===== src/rtl/usfb_pkg.sv =====
// shared types and constants for the uart to spi fram bridge
package usfb_pkg;

    localparam int READ_BLOCK_DEF  = 32;
    localparam int WRITE_BLOCK_DEF = 16;
    localparam int STORE_IDX_W     = 4;

    // input word kinds
    localparam logic [1:0] MODE_HOST = 2'd0;
    localparam logic [1:0] MODE_FRAM = 2'd1;
    localparam logic [1:0] MODE_DONE = 2'd2;

    // output ports
    localparam logic [1:0] PORT_HOST   = 2'd0;
    localparam logic [1:0] PORT_SPI    = 2'd1;
    localparam logic [1:0] PORT_RDREQ  = 2'd2;
    localparam logic [1:0] PORT_DESEL  = 2'd3;

    // spi opcodes
    localparam logic [7:0] OP_WREN  = 8'h06;
    localparam logic [7:0] OP_WRSR  = 8'h01;
    localparam logic [7:0] OP_READ  = 8'h03;
    localparam logic [7:0] OP_WRITE = 8'h02;
    localparam logic [7:0] ADDR_HI_MASK = 8'h1f;

    localparam logic [7:0] CH_P = 8'h50;
    localparam logic [7:0] CH_R = 8'h52;
    localparam logic [7:0] CH_W = 8'h57;
    localparam logic [7:0] CH_E = 8'h45;
    localparam logic [7:0] CH_C = 8'h43;
    localparam logic [7:0] CH_O = 8'h4f;

    // output segments, emitted in index order
    localparam int SEG_N       = 13;
    localparam int SEG_DATA    = 0;
    localparam int SEG_REQ     = 1;
    localparam int SEG_DSUM    = 2;
    localparam int SEG_WRSR    = 3;
    localparam int SEG_CADDR   = 4;
    localparam int SEG_BODY    = 5;
    localparam int SEG_DESEL   = 6;
    localparam int SEG_OK      = 7;
    localparam int SEG_SIZEREQ = 8;
    localparam int SEG_WREN    = 9;
    localparam int SEG_SIZE    = 10;
    localparam int SEG_TS      = 11;
    localparam int SEG_LETTER  = 12;

    typedef struct packed {
        logic [SEG_N-1:0] segs;
        logic [7:0]       data;
        logic [7:0]       bsum;
        logic [7:0]       tsum;
        logic [7:0]       op;
        logic [7:0]       letter;
        logic [15:0]      addr;
        logic [5:0]       size;
        logic [4:0]       body_cnt;
        logic             body_zero;
    } job_t;

    typedef struct packed {
        logic                   en;
        logic [STORE_IDX_W-1:0] idx;
        logic [7:0]             data;
    } store_wr_t;

endpackage


===== src/rtl/uart_to_spi_fram_bridge.sv =====
// top level of the host command bridge to an spi fram
//
// input channel (in_valid / in_stall): one word per event, mode 0 host byte,
// mode 1 byte read back from the fram, mode 2 spi transaction done; data
// carries the byte for modes 0 and 1
// output channel (out_valid / out_stall): one word per cycle while not
// stalled, toward the host uart (port 0), the spi shifter (port 1), an spi
// read-one-byte request (port 2) or spi deselect (port 3); last marks the
// final word caused by one input word
// a parser accepts a word and queues a job when the word produces output;
// the emitter expands each job at one word per cycle while the output is
// not stalled; a job passes through the queue, the emitter's job register
// and the output register, and an input word yields up to 24 output words
// input words are taken back to back while the two-entry job queue has
// room; during write data collection the parser also waits for the queue
// to drain and the emitter to go idle before it writes the write block store
// reset clears all protocol state to idle and empties queue and output
// a stalled output word holds; the emitter and then the queue fill and
// in_stall rises, no words are dropped
module uart_to_spi_fram_bridge
    import usfb_pkg::*;
#(
    parameter int READ_BLOCK  = READ_BLOCK_DEF,
    parameter int WRITE_BLOCK = WRITE_BLOCK_DEF
)
(
    input  logic       clk,
    input  logic       rst_n,
    input  logic       in_valid,
    output logic       in_stall,
    input  logic [1:0] mode,
    input  logic [7:0] data,
    output logic       out_valid,
    input  logic       out_stall,
    output logic [1:0] port,
    output logic [7:0] byte_res,
    output logic       last
);

    // parser to queue
    logic      push;
    job_t      push_job;
    // queue to emitter
    job_t      head;
    logic      q_empty, q_full, pop;
    // emitter status and write store port
    logic      back_busy;
    store_wr_t store_wr;

    usfb_front #(
        .READ_BLOCK  (READ_BLOCK),
        .WRITE_BLOCK (WRITE_BLOCK)
    ) u_front (
        .clk       (clk),
        .rst_n     (rst_n),
        .in_valid  (in_valid),
        .in_stall  (in_stall),
        .mode      (mode),
        .data      (data),
        .q_full    (q_full),
        .back_busy (back_busy),
        .push      (push),
        .job       (push_job),
        .store_wr  (store_wr)
    );

    usfb_queue u_queue (
        .clk      (clk),
        .rst_n    (rst_n),
        .push     (push),
        .push_job (push_job),
        .pop      (pop),
        .head     (head),
        .empty    (q_empty),
        .full     (q_full)
    );

    usfb_back #(
        .WRITE_BLOCK (WRITE_BLOCK)
    ) u_back (
        .clk       (clk),
        .rst_n     (rst_n),
        .head      (head),
        .q_empty   (q_empty),
        .pop       (pop),
        .busy      (back_busy),
        .store_wr  (store_wr),
        .out_valid (out_valid),
        .out_stall (out_stall),
        .port      (port),
        .byte_res  (byte_res),
        .last      (last)
    );

endmodule


===== src/rtl/usfb_front.sv =====
// command parser: accepts words, updates protocol state, queues output jobs
module usfb_front
    import usfb_pkg::*;
#(
    parameter int READ_BLOCK  = READ_BLOCK_DEF,
    parameter int WRITE_BLOCK = WRITE_BLOCK_DEF
)
(
    input  logic       clk,
    input  logic       rst_n,
    input  logic       in_valid,
    output logic       in_stall,
    input  logic [1:0] mode,
    input  logic [7:0] data,
    input  logic       q_full,
    input  logic       back_busy,
    output logic       push,
    output job_t       job,
    output store_wr_t  store_wr
);

    localparam logic [3:0] PH_IDLE     = 4'd0;
    localparam logic [3:0] PH_HEADER   = 4'd1;
    localparam logic [3:0] PH_READ     = 4'd2;
    localparam logic [3:0] PH_WDATA    = 4'd3;
    localparam logic [3:0] PH_WSUM     = 4'd4;
    localparam logic [3:0] PH_E_WRSR   = 4'd5;
    localparam logic [3:0] PH_E_WREN   = 4'd6;
    localparam logic [3:0] PH_E_DATA   = 4'd7;

    localparam logic [1:0] CMD_READ  = 2'd0;
    localparam logic [1:0] CMD_WRITE = 2'd1;
    localparam logic [1:0] CMD_ERASE = 2'd2;

    logic [3:0]  phase_reg, phase_next;
    logic [1:0]  cmd_reg, cmd_next;
    logic [2:0]  hc_reg, hc_next;
    logic [15:0] addr_reg, addr_next;
    logic [15:0] rem_reg, rem_next;
    logic [5:0]  bl_reg, bl_next;
    logic [4:0]  bi_reg, bi_next;
    logic [7:0]  ts_reg, ts_next;
    logic [7:0]  bs_reg, bs_next;

    logic        accept;
    logic        gen;

    assign in_stall = q_full || (phase_reg == PH_WDATA && back_busy);
    assign accept   = in_valid && !in_stall;
    assign push     = accept && gen;

    function automatic logic [5:0] rd_len(input logic [15:0] r);
        return (r < 16'(READ_BLOCK)) ? r[5:0] : 6'(READ_BLOCK);
    endfunction

    function automatic logic [5:0] wr_len(input logic [15:0] r);
        return (r < 16'(WRITE_BLOCK)) ? r[5:0] : 6'(WRITE_BLOCK);
    endfunction

    always_comb
    begin
        logic [15:0] r;
        logic [5:0]  n;
        logic [2:0]  hc1;
        phase_next = phase_reg;
        cmd_next   = cmd_reg;
        hc_next    = hc_reg;
        addr_next  = addr_reg;
        rem_next   = rem_reg;
        bl_next    = bl_reg;
        bi_next    = bi_reg;
        ts_next    = ts_reg;
        bs_next    = bs_reg;
        job        = '0;
        store_wr   = '0;
        r          = '0;
        n          = '0;
        hc1        = hc_reg + 3'd1;
        unique case (mode)
            MODE_HOST:
            begin
                unique case (phase_reg)
                    PH_IDLE:
                    begin
                        if (data == CH_P)
                        begin
                            job.segs[SEG_LETTER] = 1'b1;
                            job.letter = CH_P;
                        end
                        else if (data == CH_R || data == CH_W || data == CH_E)
                        begin
                            cmd_next   = (data == CH_R) ? CMD_READ :
                                         ((data == CH_W) ? CMD_WRITE : CMD_ERASE);
                            hc_next    = '0;
                            addr_next  = '0;
                            rem_next   = '0;
                            phase_next = PH_HEADER;
                        end
                    end
                    PH_HEADER:
                    begin
                        if (hc_reg < 3'd2)
                            addr_next = {addr_reg[7:0], data};
                        else
                            rem_next = {rem_reg[7:0], data};
                        hc_next = hc1;
                        if (hc1 >= 3'd4)
                        begin
                            hc_next = '0;
                            ts_next = '0;
                            r       = rem_next;
                            if (cmd_reg == CMD_READ)
                            begin
                                if (r == '0)
                                begin
                                    job.segs[SEG_TS]     = 1'b1;
                                    job.segs[SEG_LETTER] = 1'b1;
                                    job.tsum   = '0;
                                    job.letter = CH_R;
                                    phase_next = PH_IDLE;
                                end
                                else
                                begin
                                    n = rd_len(r);
                                    bl_next = n;
                                    bs_next = '0;
                                    job.segs[SEG_CADDR]   = 1'b1;
                                    job.segs[SEG_SIZEREQ] = 1'b1;
                                    job.op   = OP_READ;
                                    job.addr = addr_next;
                                    job.size = n;
                                    phase_next = PH_READ;
                                end
                            end
                            else
                            begin
                                job.segs[SEG_WRSR] = 1'b1;
                                if (cmd_reg == CMD_WRITE)
                                begin
                                    if (r == '0)
                                    begin
                                        job.segs[SEG_TS]     = 1'b1;
                                        job.segs[SEG_LETTER] = 1'b1;
                                        job.tsum   = '0;
                                        job.letter = CH_W;
                                        phase_next = PH_IDLE;
                                    end
                                    else
                                    begin
                                        n = wr_len(r);
                                        bl_next = n;
                                        bi_next = '0;
                                        bs_next = '0;
                                        job.segs[SEG_WREN] = 1'b1;
                                        job.segs[SEG_SIZE] = 1'b1;
                                        job.size = n;
                                        phase_next = PH_WDATA;
                                    end
                                end
                                else
                                    phase_next = PH_E_WRSR;
                            end
                        end
                    end
                    PH_WDATA:
                    begin
                        store_wr.en   = 1'b1;
                        store_wr.idx  = bi_reg[STORE_IDX_W-1:0];
                        store_wr.data = data;
                        bi_next = bi_reg + 5'd1;
                        ts_next = ts_reg + data;
                        bs_next = bs_reg + data;
                        if (bl_reg != '0)
                            bl_next = bl_reg - 6'd1;
                        if (bl_next == '0)
                            phase_next = PH_WSUM;
                    end
                    PH_WSUM:
                    begin
                        if (data != bs_reg)
                        begin
                            job.segs[SEG_LETTER] = 1'b1;
                            job.letter = CH_C;
                            phase_next = PH_IDLE;
                        end
                        else
                        begin
                            job.segs[SEG_CADDR] = 1'b1;
                            job.segs[SEG_BODY]  = 1'b1;
                            job.segs[SEG_DESEL] = 1'b1;
                            job.segs[SEG_OK]    = 1'b1;
                            job.op       = OP_WRITE;
                            job.addr     = addr_reg;
                            job.body_cnt = (bi_reg > 5'd16) ? 5'd16 : bi_reg;
                            addr_next = addr_reg + 16'(bi_reg);
                            rem_next  = rem_reg - 16'(bi_reg);
                            r = rem_next;
                            if (r == '0)
                            begin
                                job.segs[SEG_TS]     = 1'b1;
                                job.segs[SEG_LETTER] = 1'b1;
                                job.tsum   = ts_reg;
                                job.letter = CH_W;
                                phase_next = PH_IDLE;
                            end
                            else
                            begin
                                n = wr_len(r);
                                bl_next = n;
                                bi_next = '0;
                                bs_next = '0;
                                job.segs[SEG_WREN] = 1'b1;
                                job.segs[SEG_SIZE] = 1'b1;
                                job.size = n;
                                phase_next = PH_WDATA;
                            end
                        end
                    end
                    default:
                    begin
                    end
                endcase
            end
            MODE_FRAM:
            begin
                if (phase_reg == PH_READ)
                begin
                    job.segs[SEG_DATA] = 1'b1;
                    job.data = data;
                    ts_next   = ts_reg + data;
                    bs_next   = bs_reg + data;
                    addr_next = addr_reg + 16'd1;
                    rem_next  = rem_reg - 16'd1;
                    if (bl_reg != '0)
                        bl_next = bl_reg - 6'd1;
                    if (bl_next != '0)
                        job.segs[SEG_REQ] = 1'b1;
                    else
                    begin
                        job.segs[SEG_DSUM] = 1'b1;
                        job.bsum = bs_next;
                        r = rem_next;
                        if (r != '0)
                        begin
                            n = rd_len(r);
                            bl_next = n;
                            bs_next = '0;
                            job.segs[SEG_CADDR]   = 1'b1;
                            job.segs[SEG_SIZEREQ] = 1'b1;
                            job.op   = OP_READ;
                            job.addr = addr_next;
                            job.size = n;
                        end
                        else
                        begin
                            job.segs[SEG_TS]     = 1'b1;
                            job.segs[SEG_LETTER] = 1'b1;
                            job.tsum   = ts_next;
                            job.letter = CH_R;
                            phase_next = PH_IDLE;
                        end
                    end
                end
            end
            MODE_DONE:
            begin
                if (phase_reg == PH_E_WRSR || phase_reg == PH_E_DATA)
                begin
                    if (rem_reg == '0)
                    begin
                        job.segs[SEG_LETTER] = 1'b1;
                        job.letter = CH_E;
                        phase_next = PH_IDLE;
                    end
                    else
                    begin
                        job.segs[SEG_WREN] = 1'b1;
                        phase_next = PH_E_WREN;
                    end
                end
                else if (phase_reg == PH_E_WREN)
                begin
                    n = wr_len(rem_reg);
                    job.segs[SEG_CADDR] = 1'b1;
                    job.segs[SEG_BODY]  = 1'b1;
                    job.segs[SEG_DESEL] = 1'b1;
                    job.op        = OP_WRITE;
                    job.addr      = addr_reg;
                    job.body_cnt  = n[4:0];
                    job.body_zero = 1'b1;
                    addr_next = addr_reg + 16'(n);
                    rem_next  = rem_reg - 16'(n);
                    phase_next = PH_E_DATA;
                end
            end
            default:
            begin
            end
        endcase
        gen = (job.segs != '0);
        if (!accept)
            store_wr.en = 1'b0;
    end

    always_ff @(posedge clk or negedge rst_n)
    begin
        if (!rst_n)
        begin
            phase_reg <= PH_IDLE;
            cmd_reg   <= '0;
            hc_reg    <= '0;
            addr_reg  <= '0;
            rem_reg   <= '0;
            bl_reg    <= '0;
            bi_reg    <= '0;
            ts_reg    <= '0;
            bs_reg    <= '0;
        end
        else if (accept)
        begin
            phase_reg <= phase_next;
            cmd_reg   <= cmd_next;
            hc_reg    <= hc_next;
            addr_reg  <= addr_next;
            rem_reg   <= rem_next;
            bl_reg    <= bl_next;
            bi_reg    <= bi_next;
            ts_reg    <= ts_next;
            bs_reg    <= bs_next;
        end
    end

endmodule


===== src/rtl/usfb_queue.sv =====
// two-entry job queue between parser and emitter
module usfb_queue
    import usfb_pkg::*;
(
    input  logic clk,
    input  logic rst_n,
    input  logic push,
    input  job_t push_job,
    input  logic pop,
    output job_t head,
    output logic empty,
    output logic full
);

    job_t       mem_reg [2];
    logic       wp_reg, rp_reg;
    logic [1:0] cnt_reg;

    assign empty = (cnt_reg == 2'd0);
    assign full  = (cnt_reg == 2'd2);
    assign head  = mem_reg[rp_reg];

    always_ff @(posedge clk)
    begin
        if (push)
            mem_reg[wp_reg] <= push_job;
    end

    always_ff @(posedge clk or negedge rst_n)
    begin
        if (!rst_n)
        begin
            wp_reg  <= 1'b0;
            rp_reg  <= 1'b0;
            cnt_reg <= 2'd0;
        end
        else
        begin
            if (push)
                wp_reg <= ~wp_reg;
            if (pop)
                rp_reg <= ~rp_reg;
            cnt_reg <= cnt_reg + 2'(push) - 2'(pop);
        end
    end

endmodule


===== src/rtl/usfb_back.sv =====
// emitter: expands queued jobs into output words, one per cycle while not stalled, holds write store
module usfb_back
    import usfb_pkg::*;
#(
    parameter int WRITE_BLOCK = WRITE_BLOCK_DEF
)
(
    input  logic       clk,
    input  logic       rst_n,
    input  job_t       head,
    input  logic       q_empty,
    output logic       pop,
    output logic       busy,
    input  store_wr_t  store_wr,
    output logic       out_valid,
    input  logic       out_stall,
    output logic [1:0] port,
    output logic [7:0] byte_res,
    output logic       last
);

    localparam int AW = (WRITE_BLOCK > 1) ? $clog2(WRITE_BLOCK) : 1;

    logic [7:0]       store_reg [2**AW];
    job_t             job_reg;
    logic [SEG_N-1:0] mask_reg, mask_next;
    logic [4:0]       step_reg;
    logic             active, load;
    logic [1:0]       e_port;
    logic [7:0]       e_byte;
    logic             seg_end;
    logic [3:0]       seg;

    logic             vld_reg;
    logic [1:0]       port_reg;
    logic [7:0]       byte_reg;
    logic             last_reg;

    assign active = (mask_reg != '0);
    assign pop    = !active && !q_empty;
    assign busy   = active || !q_empty;
    assign load   = active && (!vld_reg || !out_stall);

    always_comb
    begin
        seg = '0;
        for (int i = SEG_N - 1; i >= 0; i--)
            if (mask_reg[i])
                seg = 4'(i);
    end

    always_comb
    begin
        e_port  = PORT_HOST;
        e_byte  = '0;
        seg_end = 1'b1;
        unique case (seg)
            4'(SEG_DATA):    e_byte = job_reg.data;
            4'(SEG_REQ):     e_port = PORT_RDREQ;
            4'(SEG_DSUM):
            begin
                seg_end = (step_reg == 5'd1);
                if (step_reg == 5'd0)
                    e_port = PORT_DESEL;
                else
                    e_byte = job_reg.bsum;
            end
            4'(SEG_WRSR):
            begin
                seg_end = (step_reg == 5'd2);
                e_port  = (step_reg == 5'd2) ? PORT_DESEL : PORT_SPI;
                e_byte  = (step_reg == 5'd0) ? OP_WRSR : 8'h00;
            end
            4'(SEG_CADDR):
            begin
                seg_end = (step_reg == 5'd2);
                e_port  = PORT_SPI;
                if (step_reg == 5'd0)
                    e_byte = job_reg.op;
                else if (step_reg == 5'd1)
                    e_byte = job_reg.addr[15:8] & ADDR_HI_MASK;
                else
                    e_byte = job_reg.addr[7:0];
            end
            4'(SEG_BODY):
            begin
                seg_end = (step_reg == job_reg.body_cnt - 5'd1);
                e_port  = PORT_SPI;
                e_byte  = job_reg.body_zero ? 8'h00 : store_reg[step_reg[AW-1:0]];
            end
            4'(SEG_DESEL):   e_port = PORT_DESEL;
            4'(SEG_OK):      e_byte = CH_O;
            4'(SEG_SIZEREQ):
            begin
                seg_end = (step_reg == 5'd1);
                if (step_reg == 5'd0)
                    e_byte = 8'(job_reg.size);
                else
                    e_port = PORT_RDREQ;
            end
            4'(SEG_WREN):
            begin
                seg_end = (step_reg == 5'd1);
                e_port  = (step_reg == 5'd0) ? PORT_SPI : PORT_DESEL;
                e_byte  = (step_reg == 5'd0) ? OP_WREN : 8'h00;
            end
            4'(SEG_SIZE):    e_byte = 8'(job_reg.size);
            4'(SEG_TS):      e_byte = job_reg.tsum;
            4'(SEG_LETTER):  e_byte = job_reg.letter;
            default:
            begin
            end
        endcase
        mask_next = mask_reg;
        if (seg_end)
            mask_next[seg] = 1'b0;
    end

    always_ff @(posedge clk)
    begin
        if (store_wr.en)
            store_reg[store_wr.idx[AW-1:0]] <= store_wr.data;
        if (pop)
            job_reg <= head;
        if (load)
        begin
            port_reg <= e_port;
            byte_reg <= e_byte;
            last_reg <= (mask_next == '0);
        end
    end

    always_ff @(posedge clk or negedge rst_n)
    begin
        if (!rst_n)
        begin
            mask_reg <= '0;
            step_reg <= '0;
            vld_reg  <= 1'b0;
        end
        else
        begin
            if (pop)
            begin
                mask_reg <= head.segs;
                step_reg <= '0;
            end
            else if (load)
            begin
                mask_reg <= mask_next;
                step_reg <= seg_end ? 5'd0 : step_reg + 5'd1;
            end
            if (load)
                vld_reg <= 1'b1;
            else if (!out_stall)
                vld_reg <= 1'b0;
        end
    end

    assign out_valid = vld_reg;
    assign port      = port_reg;
    assign byte_res  = byte_reg;
    assign last      = last_reg;

endmodule


===== config.mk =====
export PLATFORM = sky130hd
export DESIGN_NAME = uart_to_spi_fram_bridge
export DESIGN_NICKNAME = d
export VERILOG_FILES = /design/src/rtl/usfb_pkg.sv /design/src/rtl/uart_to_spi_fram_bridge.sv /design/src/rtl/usfb_front.sv /design/src/rtl/usfb_queue.sv /design/src/rtl/usfb_back.sv
export SDC_FILE = /design/constraint.sdc
export NUM_CORES = 1
export LEC_CHECK = 0
export BUFFER_PORTS_ARGS = -buffer_cell sky130_fd_sc_hd__buf_2
export CAP_MARGIN = 0
export CORE_ASPECT_RATIO = 0.5
export CORE_MARGIN = 2
export CORE_UTILIZATION = 60
export CTS_BUF_LIST = sky130_fd_sc_hd__clkbuf_16
export CTS_CLUSTER_SIZE = 10
export DETAILED_ROUTE_END_ITERATION = 6
export PLACE_DENSITY = 0.76
export SLEW_MARGIN = 10
export SYNTH_ARGS = -nofsm -noshare
export SYNTH_HDL_FRONTEND = slang
export SYNTH_SLANG_ARGS = --single-unit

===== constraint.sdc =====
create_clock -name clk -period 8.5 [get_ports clk]
set_clock_uncertainty 0.2 [all_clocks]
set_input_delay 1.275 -clock clk [delete_from_list [all_inputs] [get_ports clk]]
set_output_delay 1.275 -clock clk [all_outputs]
set_load 0.1 [all_outputs]

======== After elaboration in Yosys (flattened, before gate mapping) ========
Memory sizes are Yosys's and may differ from the RTL's.
Cells that the tools add are included.
word-level totals
  register bits ........................... 167
  memory bits (writable) .................. 290
  memories kept ........................... 2
cells by class
  add/subtract/negate cells ............... 15
  order comparisons ....................... 10
  eq/ne operators ......................... 58
  multiplexer cells ....................... 221
  bitwise logic cells ..................... 5
  reduce and logical (&&, ||, !) cells .... 49
memories
  name              depth  bits a word  rd ports  clocked after memory_dff  write ports  line              source
  u_queue.mem_reg   2      81           1         0                         1            usfb_queue.sv:15  job_t mem_reg [2];
  u_back.store_reg  16     8            1         0                         1            usfb_back.sv:24   logic [7:0] store_reg [2**AW];
operators by type and width
  kind                                                                    count
  16-bit two-way mux                                                      20
  16-bit one-hot mux with 3 select lines                                  4
  8-bit two-way mux                                                       21
  6-bit two-way mux                                                       27
  4-bit two-way mux                                                       26
  32-bit one-hot mux with 3 select lines                                  1
  8-bit one-hot mux with 11 select lines                                  1
  13-bit two-way mux                                                      5
  65-bit two-way mux                                                      1
  8-bit one-hot mux with 2 select lines                                   4
  5-bit two-way mux                                                       12
  54-bit two-way mux                                                      1
  7-bit two-way mux                                                       7
  16-bit zero test                                                        3
  16-bit by 5-bit < comparator with 1-bit output (second input constant)  3
  2-bit two-way mux                                                       24
  8-bit one-hot mux with 3 select lines                                   2
  22-bit two-way mux                                                      2
  22-bit one-hot mux with 2 select lines                                  1
  38-bit two-way mux                                                      1
  4-bit by 3-bit equality test with 1-bit output (second input constant)  8
  8-bit by 7-bit equality test with 1-bit output (second input constant)  4
  16-bit by 6-bit < comparator with 1-bit output (second input constant)  2
  16-bit one-hot mux with 2 select lines                                  1
  other kinds (74)                                                        177

======== Logic depth before layout (Yosys ltp) ========
  word-level depth ........................ 22
  depth in mapped cells ................... 17
  gate-level depth less buffers ........... 16

======== By module ========
Synthesis repeated with hierarchy kept, for this count alone.
unflattened totals
  cell total of the unflattened synthesis .. 2106
  area total of the unflattened synthesis .. 24707.4 um^2
modules (own cells, without submodules)
  module      instances  cells an instance  area each (um^2)  sequential area each (um^2)
  usfb_back   1          544                9260.1            6601.3
  usfb_front  1          1295               9006.1            1676.6
  usfb_queue  1          267                6441.2            4964.8

======== Worst setup path before layout ========
Ideal clock, no wire load.
  kind .................................... reg2reg
  from .................................... reg u_front.rem_reg[0]
  to ...................................... mem u_queue.mem_reg[0][0] (netlist bit) (enable)
  library setup time ...................... 0.501 ns
  arrival time ............................ 6.216 ns
  data required time ...................... 7.799 ns
  setup slack ............................. 1.583 ns
  cell stages (with the launch flop) ...... 14
  buffers on the path ..................... 1
  period minus slack after synthesis ...... 6.917 ns
  path through ............................ dfrtp_1 -> clkbuf_1 -> inv_1 -> ha_1 -> fa_1 -> nand2b_1 -> a21oi_1 -> mux2i_1 -> a2111o_1 -> a2111o_1 -> o32a_1 -> a31oi_2 -> o31a_4 -> nor2b_1
on the way
  word-level cells in the longest chain between the ends .. 14
  elaborated cells on any way between the ends .. 46
RTL lines
  what                                                                                                    line               source
  from (decl)                                                                                             usfb_front.sv:39   logic [15:0] rem_reg, rem_next;
  from (signal assigned)                                                                                  usfb_front.sv:325  rem_reg <= rem_next;
  parallel branches: the longest is 10 deep, another holds 16-bit by 5-bit subtractor with 16-bit output  n/a
  13-bit nonzero test (*)                                                                                 usfb_front.sv:300  gen = (job.segs != '0);
  1-bit logical AND (*)                                                                                   usfb_front.sv:50   assign push = accept && gen;
  1-bit two-way mux (*)                                                                                   usfb_queue.sv:25   if (push)
  1-bit two-way mux (implied by the code) (*)                                                             usfb_queue.sv:26   mem_reg[wp_reg] <= push_job;
  to (decl)                                                                                               usfb_queue.sv:15
Mark *: on every way between the ends. The select of a mux whose other input is x is not followed.

======== Worst setup path after layout ========
  from .................................... reg u_front.rem_reg[0]
  to ...................................... mem u_queue.mem_reg[0][9] (netlist bit) (enable)
Same word-level chain as after synthesis.

==> flow_summary.json <==
{
  "status": "finished with violations",
  "violations": "design-rule violations",
  "yosysUniqueCellTypes": 93,
  "yosysSeqAreaShare": 0.544,
  "drcViolationCount": 1,
  "cp-start-kind": "flip-flop",
  "synth.area.top_cells": "edfxtp_1 (45%), dfrtp_1 (9.8%), mux4_2 (4.1%), mux2_2 (3.0%), ha_1 (2.9%)",
  "drt_iter0_drc": 2588,
  "dpl.cell_count": 2336,
  "dp_worst_setup_slack_ns": 2.58,
  "path_buf_inv": 2,
  "hp-class": "reg -> reg",
  "antenna_found_initial": 0,
  "clockPowerShare": 0.213,
  "core_region_area_um2": 36200,
  "clockRootBuffer": "clkbuf_16",
  "cap_violations": 0,
  "ys_seq_elements": 416,
  "syn2layout_area_growth_pct": 8.37,
  "r2r_cells": 12,
  "drtAntennaViolNets": 0,
  "largest_reg_flops": 134,
  "cts_hold_buf": 0,
  "ios": 27,
  "cts_tree": "yes",
  "clock_latency_ns": 0.58,
  "die_width_um": 276,
  "setup_viol": 0,
  "grt.overflow.total": 0,
  "synth-edff-count": 329,
  "critPathCaptureType": "flip-flop",
  "synthTopCellsByCount": "edfxtp_1 (329), nand2_1 (171), nor2_1 (130)",
  "cp.arrival_ns": 5.76,
  "switchingPower_mw": 3.73,
  "r2r-start": "u_front.rem_reg[0]$_DFFE_PN0P_",
  "crit_fanout": 38,
  "holdWs_ns": 0.278,
  "synth_top_area_share": 0.446,
  "io_buffer_count": 26,
  "cts_resized": 0,
  "clkSinkCount": 416,
  "p_comb_frac": 0.436,
  "powerDensity_nw_per_um2": 358,
  "avgViaCountPerCell": 6.88,
  "yosysMostFrequentCell": "edfxtp_1",
  "slew_headroom": 0.178,
  "place_congestion": 0.970,
  "timing.final.ws_setup_ns": 2.76,
  "finalCriticalPeriod_ns": 5.74,
  "drt-pass1-iter-count": 7,
  "critical_path_required_ns": 8.52,
  "num_antenna_cells": 0,
  "finalHoldViolCount": 0,
  "crit_cells": 12,
  "syn_inst": 1924,
  "dp_hpwl_um": 44100,
  "worst_pin_slew_ns": 1.23,
  "hold_path_depth": 1,
  "pwr-share-seq": 0.352,
  "total_power_mw": 8.60,
  "wirelength_um": 64600,
  "die_y_um": 140,
  "clock_path_buffers": 3,
  "grt_usage": 0.336,
  "power.internal_mw": 4.87,
  "critPathKind": "reg -> reg",
  "critPathTopFamily": "simple AND/OR/NAND/NOR gates",
  "post-route-period-util": 0.675,
  "ys_warn_count": 0,
  "grt_pass1_wl_um": 96800,
  "h-tree-depth": 2,
  "numCtsBuffers": 47,
  "synth_area_um2": 22200,
  "synth_flop_cell": "edfxtp_1",
  "syn_area_per_cell_um2": 11.5,
  "critical-path-max-stage-delay_ns": 0.87,
  "final_net_count": 1972,
  "async_flop_share": 0.209,
  "drv_slew": 0,
  "ir_drop_mv": 0.198,
  "cts_setup_buffers": 0,
  "rsz0062_at_grt": "no",
  "wl_per_cell_um": 26.7,
  "startpoint": "u_front.rem_reg[0]$_DFFE_PN0P_",
  "synth_top_cell_by_area": "edfxtp_1",
  "grt_max_degree": 69,
  "start_util": 0.613,
  "post_layout_nonfiller_instances": 2423,
  "dieArea_um2": 38600,
  "via_count": 16673,
  "p_leak_nw": 8.68,
  "layout-drive-gt1-share": 0.127,
  "crit_chain": "inv_1, ha_1, nor3b_1, nand3_1, xnor2_1, nor4_1, nand4_1, o32a_1, a31oi_2, o31a_4, nor2b_4, buf_4",
  "rows": 49,
  "min_from": "u_front.hc_reg[0]$_DFFE_PN0P_",
  "grt_pass1_vias": 15461,
  "clock.fmax_mhz": 174,
  "finalSetupTns_ns": 0,
  "clkTransAtPathRegs_ns": 0.07,
  "swShare": 0.434,
  "cpMaxStageDelayCell": "nor2b_4"
}
per-stage QoR:
step                cell area (µm²)  utilization
detailed placement            22600        0.626
finish                        24000        0.664
floorplan                     22200            -
CTS                           24000        0.664
global route                  24000        0.664
global placement              22600        0.626
per-layer routing:
layer  vias up  track usage  part of all wire
met1      8153        0.509              0.42
met2      1086        0.482              0.43
li1       7295            -                 -
met5         -            0                 0
met3       139       0.0809              0.12
met4         0       0.0996             0.030
path summary, 6_finish.rpt:
path | endpoint | slack, ns
hold / removal | u_front.hc_reg[0]$_DFFE_PN0P_ | 0.28
min in group asynchronous | u_front.rem_reg[9]$_DFFE_PN0P_ | 0.48
hold reg to reg | u_front.hc_reg[0]$_DFFE_PN0P_ | 0.28
setup / recovery | u_queue.mem_reg[0][9]$_DFFE_PP_ | 2.76
max in group asynchronous | u_back.step_reg[0]$_DFFE_PN0P_ | 6.35
setup reg to reg | u_queue.mem_reg[0][9]$_DFFE_PP_ | 2.76
cell type report:
| class | instances | area [µm²] |
|---|---|---|
| Multi-Input combinational cell | 1320 | 9400 |
| Clock buffer | 47 | 1180 |
| Timing Repair Buffer | 55 | 350 |
| Sequential cell | 416 | 12100 |
| Tap cell | 484 | 606 |
| Inverter | 61 | 229 |
| Clock inverter | 40 | 205 |
| Fill cell | 2642 | 12100 |
worst register-to-register path: stages (launching register included):
cell	delay, ns
dfrtp_1	0.56
inv_1	0.24
ha_1	0.33
nor3b_1	0.72
nand3_1	0.19
xnor2_1	0.23
nor4_1	0.30
nand4_1	0.28
o32a_1	0.45
a31oi_2	0.28
o31a_4	0.19
nor2b_4	0.87
buf_4	0.53
cells in the final DEF, fill, tap and decap left out, types with 8 or more instances in the layout:
master | Yosys | layout
a2111oi_0 | 8 | 8
a211oi_1 | 10 | 10
a21boi_0 | 8 | 8
a21o_1 | 15 | 15
a21oi_1 | 104 | 104
a221oi_1 | 18 | 18
a22o_1 | 23 | 23
a22oi_1 | 15 | 15
a31oi_1 | 26 | 26
and2_1 | 31 | 30
and3_1 | 27 | 27
buf_2 | 7 | 25
buf_4 | 1 | 30
clkbuf_16 | 0 | 47
dfrtp_1 | 87 | 85
edfxtp_1 | 329 | 329
ha_1 | 52 | 52
inv_1 | 58 | 93
mux2_2 | 60 | 60
mux2i_1 | 33 | 33
mux4_2 | 40 | 40
nand2_1 | 171 | 171
nand2b_1 | 8 | 8
nand3_1 | 37 | 37
nand4_1 | 24 | 24
nor2_1 | 130 | 129
nor2b_1 | 15 | 14
nor3_1 | 53 | 49
nor4_1 | 21 | 21
o21ai_0 | 126 | 126
o221ai_1 | 11 | 11
o22ai_1 | 12 | 12
o31ai_1 | 20 | 20
or3_1 | 9 | 9
or4_1 | 11 | 11
xnor2_1 | 45 | 45
xor2_1 | 22 | 22
cells by family after synthesis:
group / after synthesis / share of synthesized area
AOI/OAI and AO/OA: 480 / 0.144
xor gates and xnor gates: 67 / 0.0265
adders and majority gates: 57 / 0.0339
buffers and inverters: 189 / 0.0339
DFF: 416 / 0.544
muxes: 133 / 0.0860
other: 1 / 0.000169
and+or+nand+nor: 581 / 0.132
power groups by stage:
stage          clock network [mW]  registers, mW  logic (mW)
6_report                     1.83           3.03        3.75
2_1_floorplan                   0           2.95        2.70
3_3_place_gp                    0           3.04        3.62
3_5_place_dp                    0           3.04        3.62
5_1_grt                      1.92           3.05        4.01
4_1_cts                      1.84           3.00        3.64
Power figures use the tool's default switching activity.
